--- config.mk ---
export PLATFORM = sky130hd
export DESIGN_NAME = multi_slot_tick_timer_watchdog_core
export DESIGN_NICKNAME = d
export VERILOG_FILES = /design/src/hdl/mstw_pkg.sv /design/src/hdl/multi_slot_tick_timer_watchdog_core.sv
export SDC_FILE = /design/constraint.sdc
export NUM_CORES = 1
export LEC_CHECK = 0
export BUFFER_PORTS_ARGS = -buffer_cell sky130_fd_sc_hd__buf_2
export CAP_MARGIN = 40
export CORE_MARGIN = 2
export CORE_UTILIZATION = 55
export CTS_BUF_LIST = sky130_fd_sc_hd__clkbuf_16
export CTS_CLUSTER_DIAMETER = 120
export DETAILED_ROUTE_END_ITERATION = 7
export GPL_TIMING_DRIVEN = 0
export PLACE_DENSITY = 0.75
export REMOVE_ABC_BUFFERS = 1
export SLEW_MARGIN = 20
export SYNTH_ARGS = -nofsm -noshare
export SYNTH_HDL_FRONTEND = slang
export SYNTH_SLANG_ARGS = --single-unit
--- constraint.sdc ---
create_clock -name clk -period 3.9 [get_ports clk]
set_input_delay 0.195 -clock clk [delete_from_list [all_inputs] [get_ports clk]]
set_output_delay 0.195 -clock clk [all_outputs]
set_load 0.01 [all_outputs]
--- src/hdl/mstw_pkg.sv ---
// ---------------------------------------------------------------------------
// Multi-slot tick timer package
// Shared widths, operation and status codes, and reset values of the timer.
// ---------------------------------------------------------------------------
package mstw_pkg;

	localparam int SLOTS_DEFAULT = 8;

	localparam int OPCODE_W   = 3;
	localparam int SLOT_W     = 8;
	localparam int INTERVAL_W = 32;
	localparam int STATUS_W   = 2;
	localparam int SLOT_ID_W  = 3;
	localparam int MASK_W     = 8;
	localparam int TICKS_W    = 32;
	localparam int WD_W       = 17;
	localparam int LIMIT_W    = 16;

	localparam int IN_TDATA_W  = 48;
	localparam int OUT_TDATA_W = 48;
	localparam int CFG_IDX_W   = 1;
	localparam int CFG_DATA_W  = 16;

	localparam logic [CFG_IDX_W-1:0] CFG_WD_ENABLE = 1'd0;
	localparam logic [CFG_IDX_W-1:0] CFG_WD_LIMIT  = 1'd1;

	localparam logic [LIMIT_W-1:0] WD_LIMIT_RESET = 16'd1000;
	localparam logic [WD_W-1:0]    WD_MAX         = 17'h1FFFF;

	localparam logic [OPCODE_W-1:0] OP_TICK         = 3'd0;
	localparam logic [OPCODE_W-1:0] OP_REGISTER     = 3'd1;
	localparam logic [OPCODE_W-1:0] OP_UNREGISTER   = 3'd2;
	localparam logic [OPCODE_W-1:0] OP_SET_INTERVAL = 3'd3;
	localparam logic [OPCODE_W-1:0] OP_KICK         = 3'd4;

	localparam logic [STATUS_W-1:0] ST_OK       = 2'd0;
	localparam logic [STATUS_W-1:0] ST_FULL     = 2'd1;
	localparam logic [STATUS_W-1:0] ST_BAD_SLOT = 2'd2;
	localparam logic [STATUS_W-1:0] ST_HALTED   = 2'd3;

	typedef struct packed {
		logic [STATUS_W-1:0]   status;
		logic [SLOT_ID_W-1:0]  slot_id;
		logic [MASK_W-1:0]     expired_mask;
		logic                  watchdog_fired;
		logic [TICKS_W-1:0]    tick_count;
	} result_t;

endpackage

--- src/hdl/multi_slot_tick_timer_watchdog_core.sv ---
// ---------------------------------------------------------------------------
// Multi-slot tick timer with watchdog
// Eight (SLOTS) software-style timer slots, a free-running tick count and a
// sticky watchdog, driven by one operation per input transaction.
// ---------------------------------------------------------------------------
//
// Channel   Direction  Handshake                 Contents
// s_axis    in         s_axis_tvalid/tready      opcode, slot, interval
// m_axis    out        m_axis_tvalid/tready      status, slot_id, expired_mask,
//                                                watchdog_fired, tick_count
// cfg       in         cfg_we (no back-pressure) watchdog_enable, watchdog_limit
//
// A tick that does not fire the watchdog visits the slots one per cycle
// through a single increment-and-compare unit, so its result is registered
// once the sweep and the drain state are done. Every other operation, and a
// firing tick, answers in the cycle after acceptance. The slot counters and
// intervals live in small memories with a registered read port; the active
// marks are flip-flops cleared by reset, so no clearing pass is needed.
// The block takes a new transaction only when idle and its output register is
// empty or being emptied in the same cycle; a stalled output holds the block.
// Reset is asynchronous and active low.

module multi_slot_tick_timer_watchdog_core
	import mstw_pkg::*;
#(
	parameter int SLOTS = SLOTS_DEFAULT
) (
	input  logic                   clk,
	input  logic                   arst_n,

	input  logic                   s_axis_tvalid,
	output logic                   s_axis_tready,
	// [2:0] opcode, [10:3] slot, [42:11] interval, [47:43] zero
	input  logic [IN_TDATA_W-1:0]  s_axis_tdata,

	output logic                   m_axis_tvalid,
	input  logic                   m_axis_tready,
	// [1:0] status, [4:2] slot_id, [12:5] expired_mask, [13] watchdog_fired,
	// [45:14] tick_count, [47:46] zero
	output logic [OUT_TDATA_W-1:0] m_axis_tdata,

	input  logic                   cfg_we,
	input  logic [CFG_IDX_W-1:0]   cfg_index,
	input  logic [CFG_DATA_W-1:0]  cfg_data
);

	localparam int IDX_W = (SLOTS > 1) ? $clog2(SLOTS) : 1;
	localparam logic [IDX_W-1:0] LAST_IDX = IDX_W'(SLOTS - 1);

	// Sequencer states.
	localparam logic [1:0] S_IDLE  = 2'd0;
	localparam logic [1:0] S_TICK  = 2'd1;
	localparam logic [1:0] S_DRAIN = 2'd2;

	// Input fields.
	logic [OPCODE_W-1:0]   in_opcode;
	logic [SLOT_W-1:0]     in_slot;
	logic [INTERVAL_W-1:0] in_interval;

	assign in_opcode   = s_axis_tdata[OPCODE_W-1:0];
	assign in_slot     = s_axis_tdata[OPCODE_W +: SLOT_W];
	assign in_interval = s_axis_tdata[OPCODE_W+SLOT_W +: INTERVAL_W];

	// Configuration and control state.
	logic                 wd_enable_q;
	logic [LIMIT_W-1:0]   wd_limit_q;
	logic [WD_W-1:0]      wd_count_q;
	logic                 halted_q;
	logic [TICKS_W-1:0]   ticks_q;
	logic [SLOTS-1:0]     active_q;
	logic [1:0]           state_q;
	logic [IDX_W-1:0]     rd_idx_q;
	logic [MASK_W-1:0]    mask_q;
	logic                 m_valid_q;
	result_t              result_q;

	// Slot memories: written at one address, read at one address, read data
	// registered into the first stage of the tick datapath.
	logic [INTERVAL_W-1:0] ivl_mem [SLOTS];
	logic [INTERVAL_W-1:0] cnt_mem [SLOTS];

	// Tick datapath stage one.
	logic                  vld_s1;
	logic                  last_s1;
	logic                  act_s1;
	logic [IDX_W-1:0]      idx_s1;
	logic [INTERVAL_W-1:0] ivl_s1;
	logic [INTERVAL_W-1:0] cnt_s1;

	// Handshake.
	logic accept;
	logic out_free;

	assign out_free      = !m_valid_q || m_axis_tready;
	assign s_axis_tready = (state_q == S_IDLE) && out_free;
	assign accept        = s_axis_tvalid && s_axis_tready;

	assign m_axis_tvalid = m_valid_q;
	assign m_axis_tdata  = {{(OUT_TDATA_W - $bits(result_t)){1'b0}},
		result_q.tick_count, result_q.watchdog_fired, result_q.expired_mask,
		result_q.slot_id, result_q.status};

	// Slot number checks for unregister and set interval.
	logic             slot_ok;
	logic [IDX_W-1:0] slot_idx;

	assign slot_ok  = (32'(in_slot) < SLOTS);
	assign slot_idx = IDX_W'(in_slot);

	// Lowest free slot for register.
	logic             free_found;
	logic [IDX_W-1:0] free_idx;

	always_comb begin
		free_found = 1'b0;
		free_idx   = '0;
		for (int k = SLOTS - 1; k >= 0; k--) begin
			if (!active_q[k]) begin
				free_found = 1'b1;
				free_idx   = IDX_W'(k);
			end
		end
	end

	// Watchdog update on a tick.
	logic [WD_W-1:0] wd_next;
	logic            wd_fire;

	assign wd_next = (wd_count_q < WD_MAX) ? wd_count_q + 1'b1 : wd_count_q;
	assign wd_fire = wd_next > WD_W'(wd_limit_q);

	// The shared increment-and-compare unit: one slot per cycle.
	logic [INTERVAL_W-1:0] cnt_inc;
	logic                  hit;
	logic [MASK_W-1:0]     mask_set;
	logic [MASK_W-1:0]     mask_next;

	assign cnt_inc = cnt_s1 + 1'b1;
	assign hit     = cnt_inc >= ivl_s1;

	always_comb begin
		mask_set = '0;
		for (int b = 0; b < MASK_W; b++) begin
			mask_set[b] = vld_s1 && act_s1 && hit && (32'(idx_s1) == b);
		end
	end

	assign mask_next = mask_q | mask_set;

	// Memory write ports.
	logic                  ivl_we;
	logic [IDX_W-1:0]      ivl_waddr;
	logic                  cnt_we;
	logic [IDX_W-1:0]      cnt_waddr;
	logic [INTERVAL_W-1:0] cnt_wdata;
	logic                  do_op;

	assign do_op = accept && !halted_q;

	always_comb begin
		ivl_we    = 1'b0;
		ivl_waddr = free_idx;
		cnt_we    = 1'b0;
		cnt_waddr = free_idx;
		cnt_wdata = '0;
		if (vld_s1 && act_s1) begin
			cnt_we    = 1'b1;
			cnt_waddr = idx_s1;
			cnt_wdata = hit ? '0 : cnt_inc;
		end else if (do_op && in_opcode == OP_REGISTER && free_found) begin
			ivl_we = 1'b1;
			cnt_we = 1'b1;
		end else if (do_op && in_opcode == OP_SET_INTERVAL && slot_ok
				&& in_interval != '0) begin
			ivl_we    = 1'b1;
			ivl_waddr = slot_idx;
		end
	end

	always_ff @(posedge clk) begin
		if (ivl_we) begin
			ivl_mem[ivl_waddr] <= in_interval;
		end
		if (cnt_we) begin
			cnt_mem[cnt_waddr] <= cnt_wdata;
		end
		ivl_s1  <= ivl_mem[rd_idx_q];
		cnt_s1  <= cnt_mem[rd_idx_q];
		act_s1  <= active_q[rd_idx_q];
		idx_s1  <= rd_idx_q;
		last_s1 <= (rd_idx_q == LAST_IDX);
	end

	// Configuration writes.
	always_ff @(posedge clk or negedge arst_n) begin
		if (!arst_n) begin
			wd_enable_q <= 1'b0;
			wd_limit_q  <= WD_LIMIT_RESET;
		end else if (cfg_we) begin
			case (cfg_index)
				CFG_WD_ENABLE: wd_enable_q <= cfg_data[0];
				CFG_WD_LIMIT:  wd_limit_q  <= cfg_data[LIMIT_W-1:0];
				default: ;
			endcase
		end
	end

	// Sequencer and timer state.
	always_ff @(posedge clk or negedge arst_n) begin
		if (!arst_n) begin
			state_q    <= S_IDLE;
			rd_idx_q   <= '0;
			vld_s1     <= 1'b0;
			mask_q     <= '0;
			wd_count_q <= '0;
			halted_q   <= 1'b0;
			ticks_q    <= '0;
			active_q   <= '0;
			m_valid_q  <= 1'b0;
		end else begin
			if (m_axis_tready) begin
				m_valid_q <= 1'b0;
			end

			case (state_q)
				S_IDLE: begin
					vld_s1 <= 1'b0;
					if (accept) begin
						m_valid_q <= 1'b1;
						if (!halted_q) begin
							case (in_opcode)
								OP_TICK: begin
									if (wd_enable_q) begin
										wd_count_q <= wd_next;
									end
									if (wd_enable_q && wd_fire) begin
										halted_q <= 1'b1;
									end else begin
										// The result waits for the slot sweep.
										m_valid_q <= 1'b0;
										ticks_q   <= ticks_q + 1'b1;
										mask_q    <= '0;
										rd_idx_q  <= '0;
										state_q   <= S_TICK;
									end
								end
								OP_REGISTER: begin
									if (free_found) begin
										active_q[free_idx] <= 1'b1;
									end
								end
								OP_UNREGISTER: begin
									if (slot_ok) begin
										active_q[slot_idx] <= 1'b0;
									end
								end
								OP_SET_INTERVAL: begin
									if (slot_ok && in_interval == '0) begin
										active_q[slot_idx] <= 1'b0;
									end
								end
								OP_KICK: begin
									wd_count_q <= '0;
								end
								default: ;
							endcase
						end
					end
				end
				S_TICK: begin
					vld_s1   <= 1'b1;
					mask_q   <= mask_next;
					rd_idx_q <= rd_idx_q + 1'b1;
					if (rd_idx_q == LAST_IDX) begin
						state_q <= S_DRAIN;
					end
				end
				S_DRAIN: begin
					vld_s1 <= 1'b0;
					mask_q <= mask_next;
					if (vld_s1 && last_s1) begin
						m_valid_q <= 1'b1;
						state_q   <= S_IDLE;
					end
				end
				default: begin
					state_q <= S_IDLE;
					vld_s1  <= 1'b0;
				end
			endcase
		end
	end

	// Result register; only loaded while the output is free.
	always_ff @(posedge clk) begin
		if (accept) begin
			result_q.status         <= ST_OK;
			result_q.slot_id        <= '0;
			result_q.expired_mask   <= '0;
			result_q.watchdog_fired <= 1'b0;
			result_q.tick_count     <= ticks_q;
			if (halted_q) begin
				result_q.status <= ST_HALTED;
			end else begin
				case (in_opcode)
					OP_TICK: begin
						if (wd_enable_q && wd_fire) begin
							result_q.status         <= ST_HALTED;
							result_q.watchdog_fired <= 1'b1;
						end
					end
					OP_REGISTER: begin
						if (free_found) begin
							result_q.slot_id <= SLOT_ID_W'(free_idx);
						end else begin
							result_q.status <= ST_FULL;
						end
					end
					OP_UNREGISTER, OP_SET_INTERVAL: begin
						if (!slot_ok) begin
							result_q.status <= ST_BAD_SLOT;
						end
					end
					default: ;
				endcase
			end
		end else if (state_q == S_DRAIN && vld_s1 && last_s1) begin
			result_q.expired_mask <= mask_next;
			result_q.tick_count   <= ticks_q;
		end
	end

endmodule

==> results.md <==
- The run finished with clean final reports.
- The area of the die is roughly 55000 µm².
- The placed standard-cell area is around 31000 µm².
- The final number of setup-violating endpoints is 0.
- The total area inside the core boundary comes to 52300 µm².
- The final-report hold violation count is 0.
- The slack of the critical path is ~13 ps.
- Port buffering added between 100 and 150 buffers.
- The register bit total from synthesis is 717.
- The footprint of the flip-flops and latches is roughly 20000 µm².
- For this run the aggregate overflow at the end of global routing stands at 0.
- In the routed design, unresolved DRC markers number 0.
- The final cycle utilization of the critical path is between 90% and 100%.
- For the pin with the worst max-slew slack, the measured transition is about 1000 ps.
- The share of synthesized registers carrying an async set or reset is between 10% and 20%.
- Dividing the detail-routed via count by the number of cells gives slightly below 6.
- The path class of the tightest hold or removal check is in2reg.
- The TritonCTS sink count is approximately 720.
- STA puts the critical path data required time at between 4000 and 5000 ps.
- The total track usage is a little under a quarter.
- The via count of the first global-routing pass is 16400.
- The biggest area contributor in the post-synthesis netlist is edfxtp_1.
- The power density normalized to cell area is about 430 nW/µm².
- The floorplan step set the die width to roughly 230 µm.
- The number of DRC violations after detailed-routing iteration 0 is around 1300.
- The endpoint type of the worst setup path is a flip-flop.
- The number of antenna violations at the first check in global routing is 1.
- The setup TNS is 0 ps.
- The worst setup path is of the reg2reg kind.
- For the worst-skew pair, the clock arrives at the later sink with an insertion delay of around 630 ps.
- The most frequent cell after synthesis is edfxtp_1.
- The weighted congestion reported at the end of routability-driven placement is 0.842.
- Cells with a size suffix above 1 make up between 30% and 40% of the layout.
- The floorplan die height is around 230 µm.
- The wire length per cell after detailed routing is between 20 and 25 µm.
- The smallest clock period supported by the final layout is computed as approximately 3900 ps.
- The average cell area after synthesis is roughly 17 µm².
- In this run, synthesis inferred 550 flip-flops with an integrated enable.
- The number of inserted filler cells in the final layout is 3303.
- The number of nets still failing antenna checks after routing is 0.
- After detailed routing, the total wire length is just over 60000 µm.
- The count of distinct cell types in the synthesized netlist is 76.
- The root buffer cell is clkbuf_16.
- In this run the tightest slew margin relative to its limit is between 30% and 40%.
- The final core area utilization is 66.5%.
- The most used flip-flop cell after synthesis is edfxtp_1.
- The max-capacitance violation count is 0.
- The number of buffers between clock root and the deepest sink is 3.
- The worst setup timing slack at the placement stage is -1420 ps.
- The maximum frequency from static timing analysis is 257 MHz.
- The final instance area is ~35000 µm².
- Ranked by total cell area, the synthesized netlist is headed by edfxtp_1 57%, mux4_2 10%, dfrtp_1 7.2%.
- In this run, CTS created clock tree buffers numbering 70.
- The maximum fanout encountered on the critical timing path is 8.
- The site row count is 84.
- Yosys printed 0 warnings.
- The area used by multi-input combinational logic is a little under 9000 µm².
- The worst voltage drop across the vdd grid is between 0.3 and 0.4 mV.
- The final number of max-transition violations is 0.
- The first global-routing pass estimated around 93000 µm of wire.
- The post-synthesis cell area is approximately 29000 µm².
- The clock arrives with around 24 ps of skew.
- The top cell type by area accounts for approximately 57% of the synthesized area.
- Summed over all cells, the static leakage comes to between 0.01 and 0.015 µW.
- The number of top-level design ports is 120.
- The arrival time of the worst setup path is between 4000 and 5000 ps.
- STA classifies the critical path startpoint as a flip-flop.
- Setup repair after global routing could not meet its margin everywhere.
- Sequential elements use between 60% and 70% of the synthesized area.
- The TritonCTS clock tree is built.
- The number of H-tree branching levels is 3.
- After technology mapping, the gate count stands at roughly 1700.
- Relative to the synthesized area, the layout overhead comes to 19.9%.
- The wire-length estimate of the detail-placed layout is 35900 µm.
- Entering global routing, the biggest net connects 75 pins.
- Ranked by instance count, the synthesized netlist is headed by 550 x edfxtp_1, 130 x mux4_2, 89 x mux2_2.
- The detailed-routing iteration count for the pre-antenna-repair pass is 5.
- The final-stage net count is 2082.
- The clock transition at the registers of the reported paths is 60 ps.
- The detailed-route via count is approximately 16000.
- The initial standard-cell utilization of the core is 55.5%.
[repair_timing]
item                                    CTS  global route
gates resized for setup                  95            50
hold endpoints to repair                366             0
hold buffers                             60             0
endpoints found under the setup margin  413           353
pin swaps                                17            31
setup buffers                            25            25
gates cloned                              4             1
[cells in the final DEF (no fill, tap or decap), types with 8 or more instances in the layout]
master         instances
edfxtp_1             550
mux4_2               130
buf_2                113
inv_1                 92
mux2_2                89
clkbuf_16             75
dfrtp_1               72
dfxtp_1               70
nand2_1               63
dlygate4sd3_1         60
ha_1                  55
xnor2_1               50
nand3_1               45
nor2_1                44
buf_4                 43
nand4_1               37
nor2b_4               29
buf_12                24
o21ai_0               23
a21oi_1               22
nor2_4                20
and3_1                19
xor2_1                14
a22o_1                12
clkinv_1              12
buf_16                12
and2_1                11
a21o_1                11
clkinv_2              11
nor4_1                10
nand2b_1               9
dfrtp_2                9
nor3_1                 8
o2bb2ai_1              8
[stage by stage]
step | std cells | total power (µW) | hold slack [ps]
2_1_floorplan | 1627 | 8510 | -101
3_3_place_gp | 2427 | 8630 | 427
3_5_place_dp | 2456 | 8650 | 39.7
4_1_cts | 2674 | 15000 | 11.4
5_1_grt | 2702 | 15300 | 62.4
6_report | 2702 | 14900 | 47.7
[kinds of logic (layout without fill, tap and decap cells)]
family          count (synthesis)  count (layout)  share of synthesized area (%)
compound gates                132             132                           3.11
xor+xnor                       74              74                           2.28
fa+ha+maj                      56              56                           2.41
buf+inv                       138             456                           1.95
flops                         717             717                           70.0
mux                           225             225                           13.8
other cells                     1               3                         0.0129
simple gates                  349             351                           6.52
[critical path, stage by stage (launching register included)]
cell and delay, ps:
dfxtp_4 380, ha_4 170, inv_2 40, or4_4 530, or2_4 290, nor2_4 190
nand4_2 140, xnor2_2 190, ha_1 310, nand4_1 180, nor2_2 320, o211ai_1 270
nand3_4 170, buf_12 170, clkbuf_16 190, nor2b_4 60
[layer usage]
metal	up-vias	global-route usage, %	routed length [µm]
met5	-	0	0
met4	0	8.84	1760
met3	115	3.89	3440
met2	525	37.0	31100
met1	8222	30.4	24900
li1	7115	-	-
[power breakdown]
part	switching (µW)	internal, µW
clock network	2830	3510
logic	179	138
registers	19.6	8220
[flip-flops by register name (all words and copies together), names as in the netlist, 16 cells and up]
name / flops
cnt_s1: 32
wd_limit_q: 16
cnt_mem: 256
wd_count_q: 17
m_axis_tdata: 46
ivl_mem: 256
ticks_q: 32
ivl_s1: 32
[area by class of cell]
type | count | area share, %
Antenna cell | 1 | 0.00718
Clock buffer | 74 | 5.32
Clock inverter | 55 | 0.848
Inverter | 72 | 0.780
Multi-Input combinational cell | 840 | 25.4
Sequential cell | 717 | 58.4
Tap cell | 688 | 2.47
Timing Repair Buffer | 255 | 6.74
[worst paths after layout]
check	start	to	slack, ps	cells past startpoint
setup / recovery	cnt_s1[0]	cnt_mem[5][31]	10	15
hold / removal	m_axis_tready	m_axis_tvalid	50	3
setup reg to reg	cnt_s1[0]	cnt_mem[5][31]	10	15
hold reg to reg	ticks_q[31]	ticks_q[31]	470	1
max in group asynchronous	arst_n	ticks_q[10]	2640	3
min in group asynchronous	arst_n	ticks_q[30]	140	3
Power figures use the tool's default switching activity.
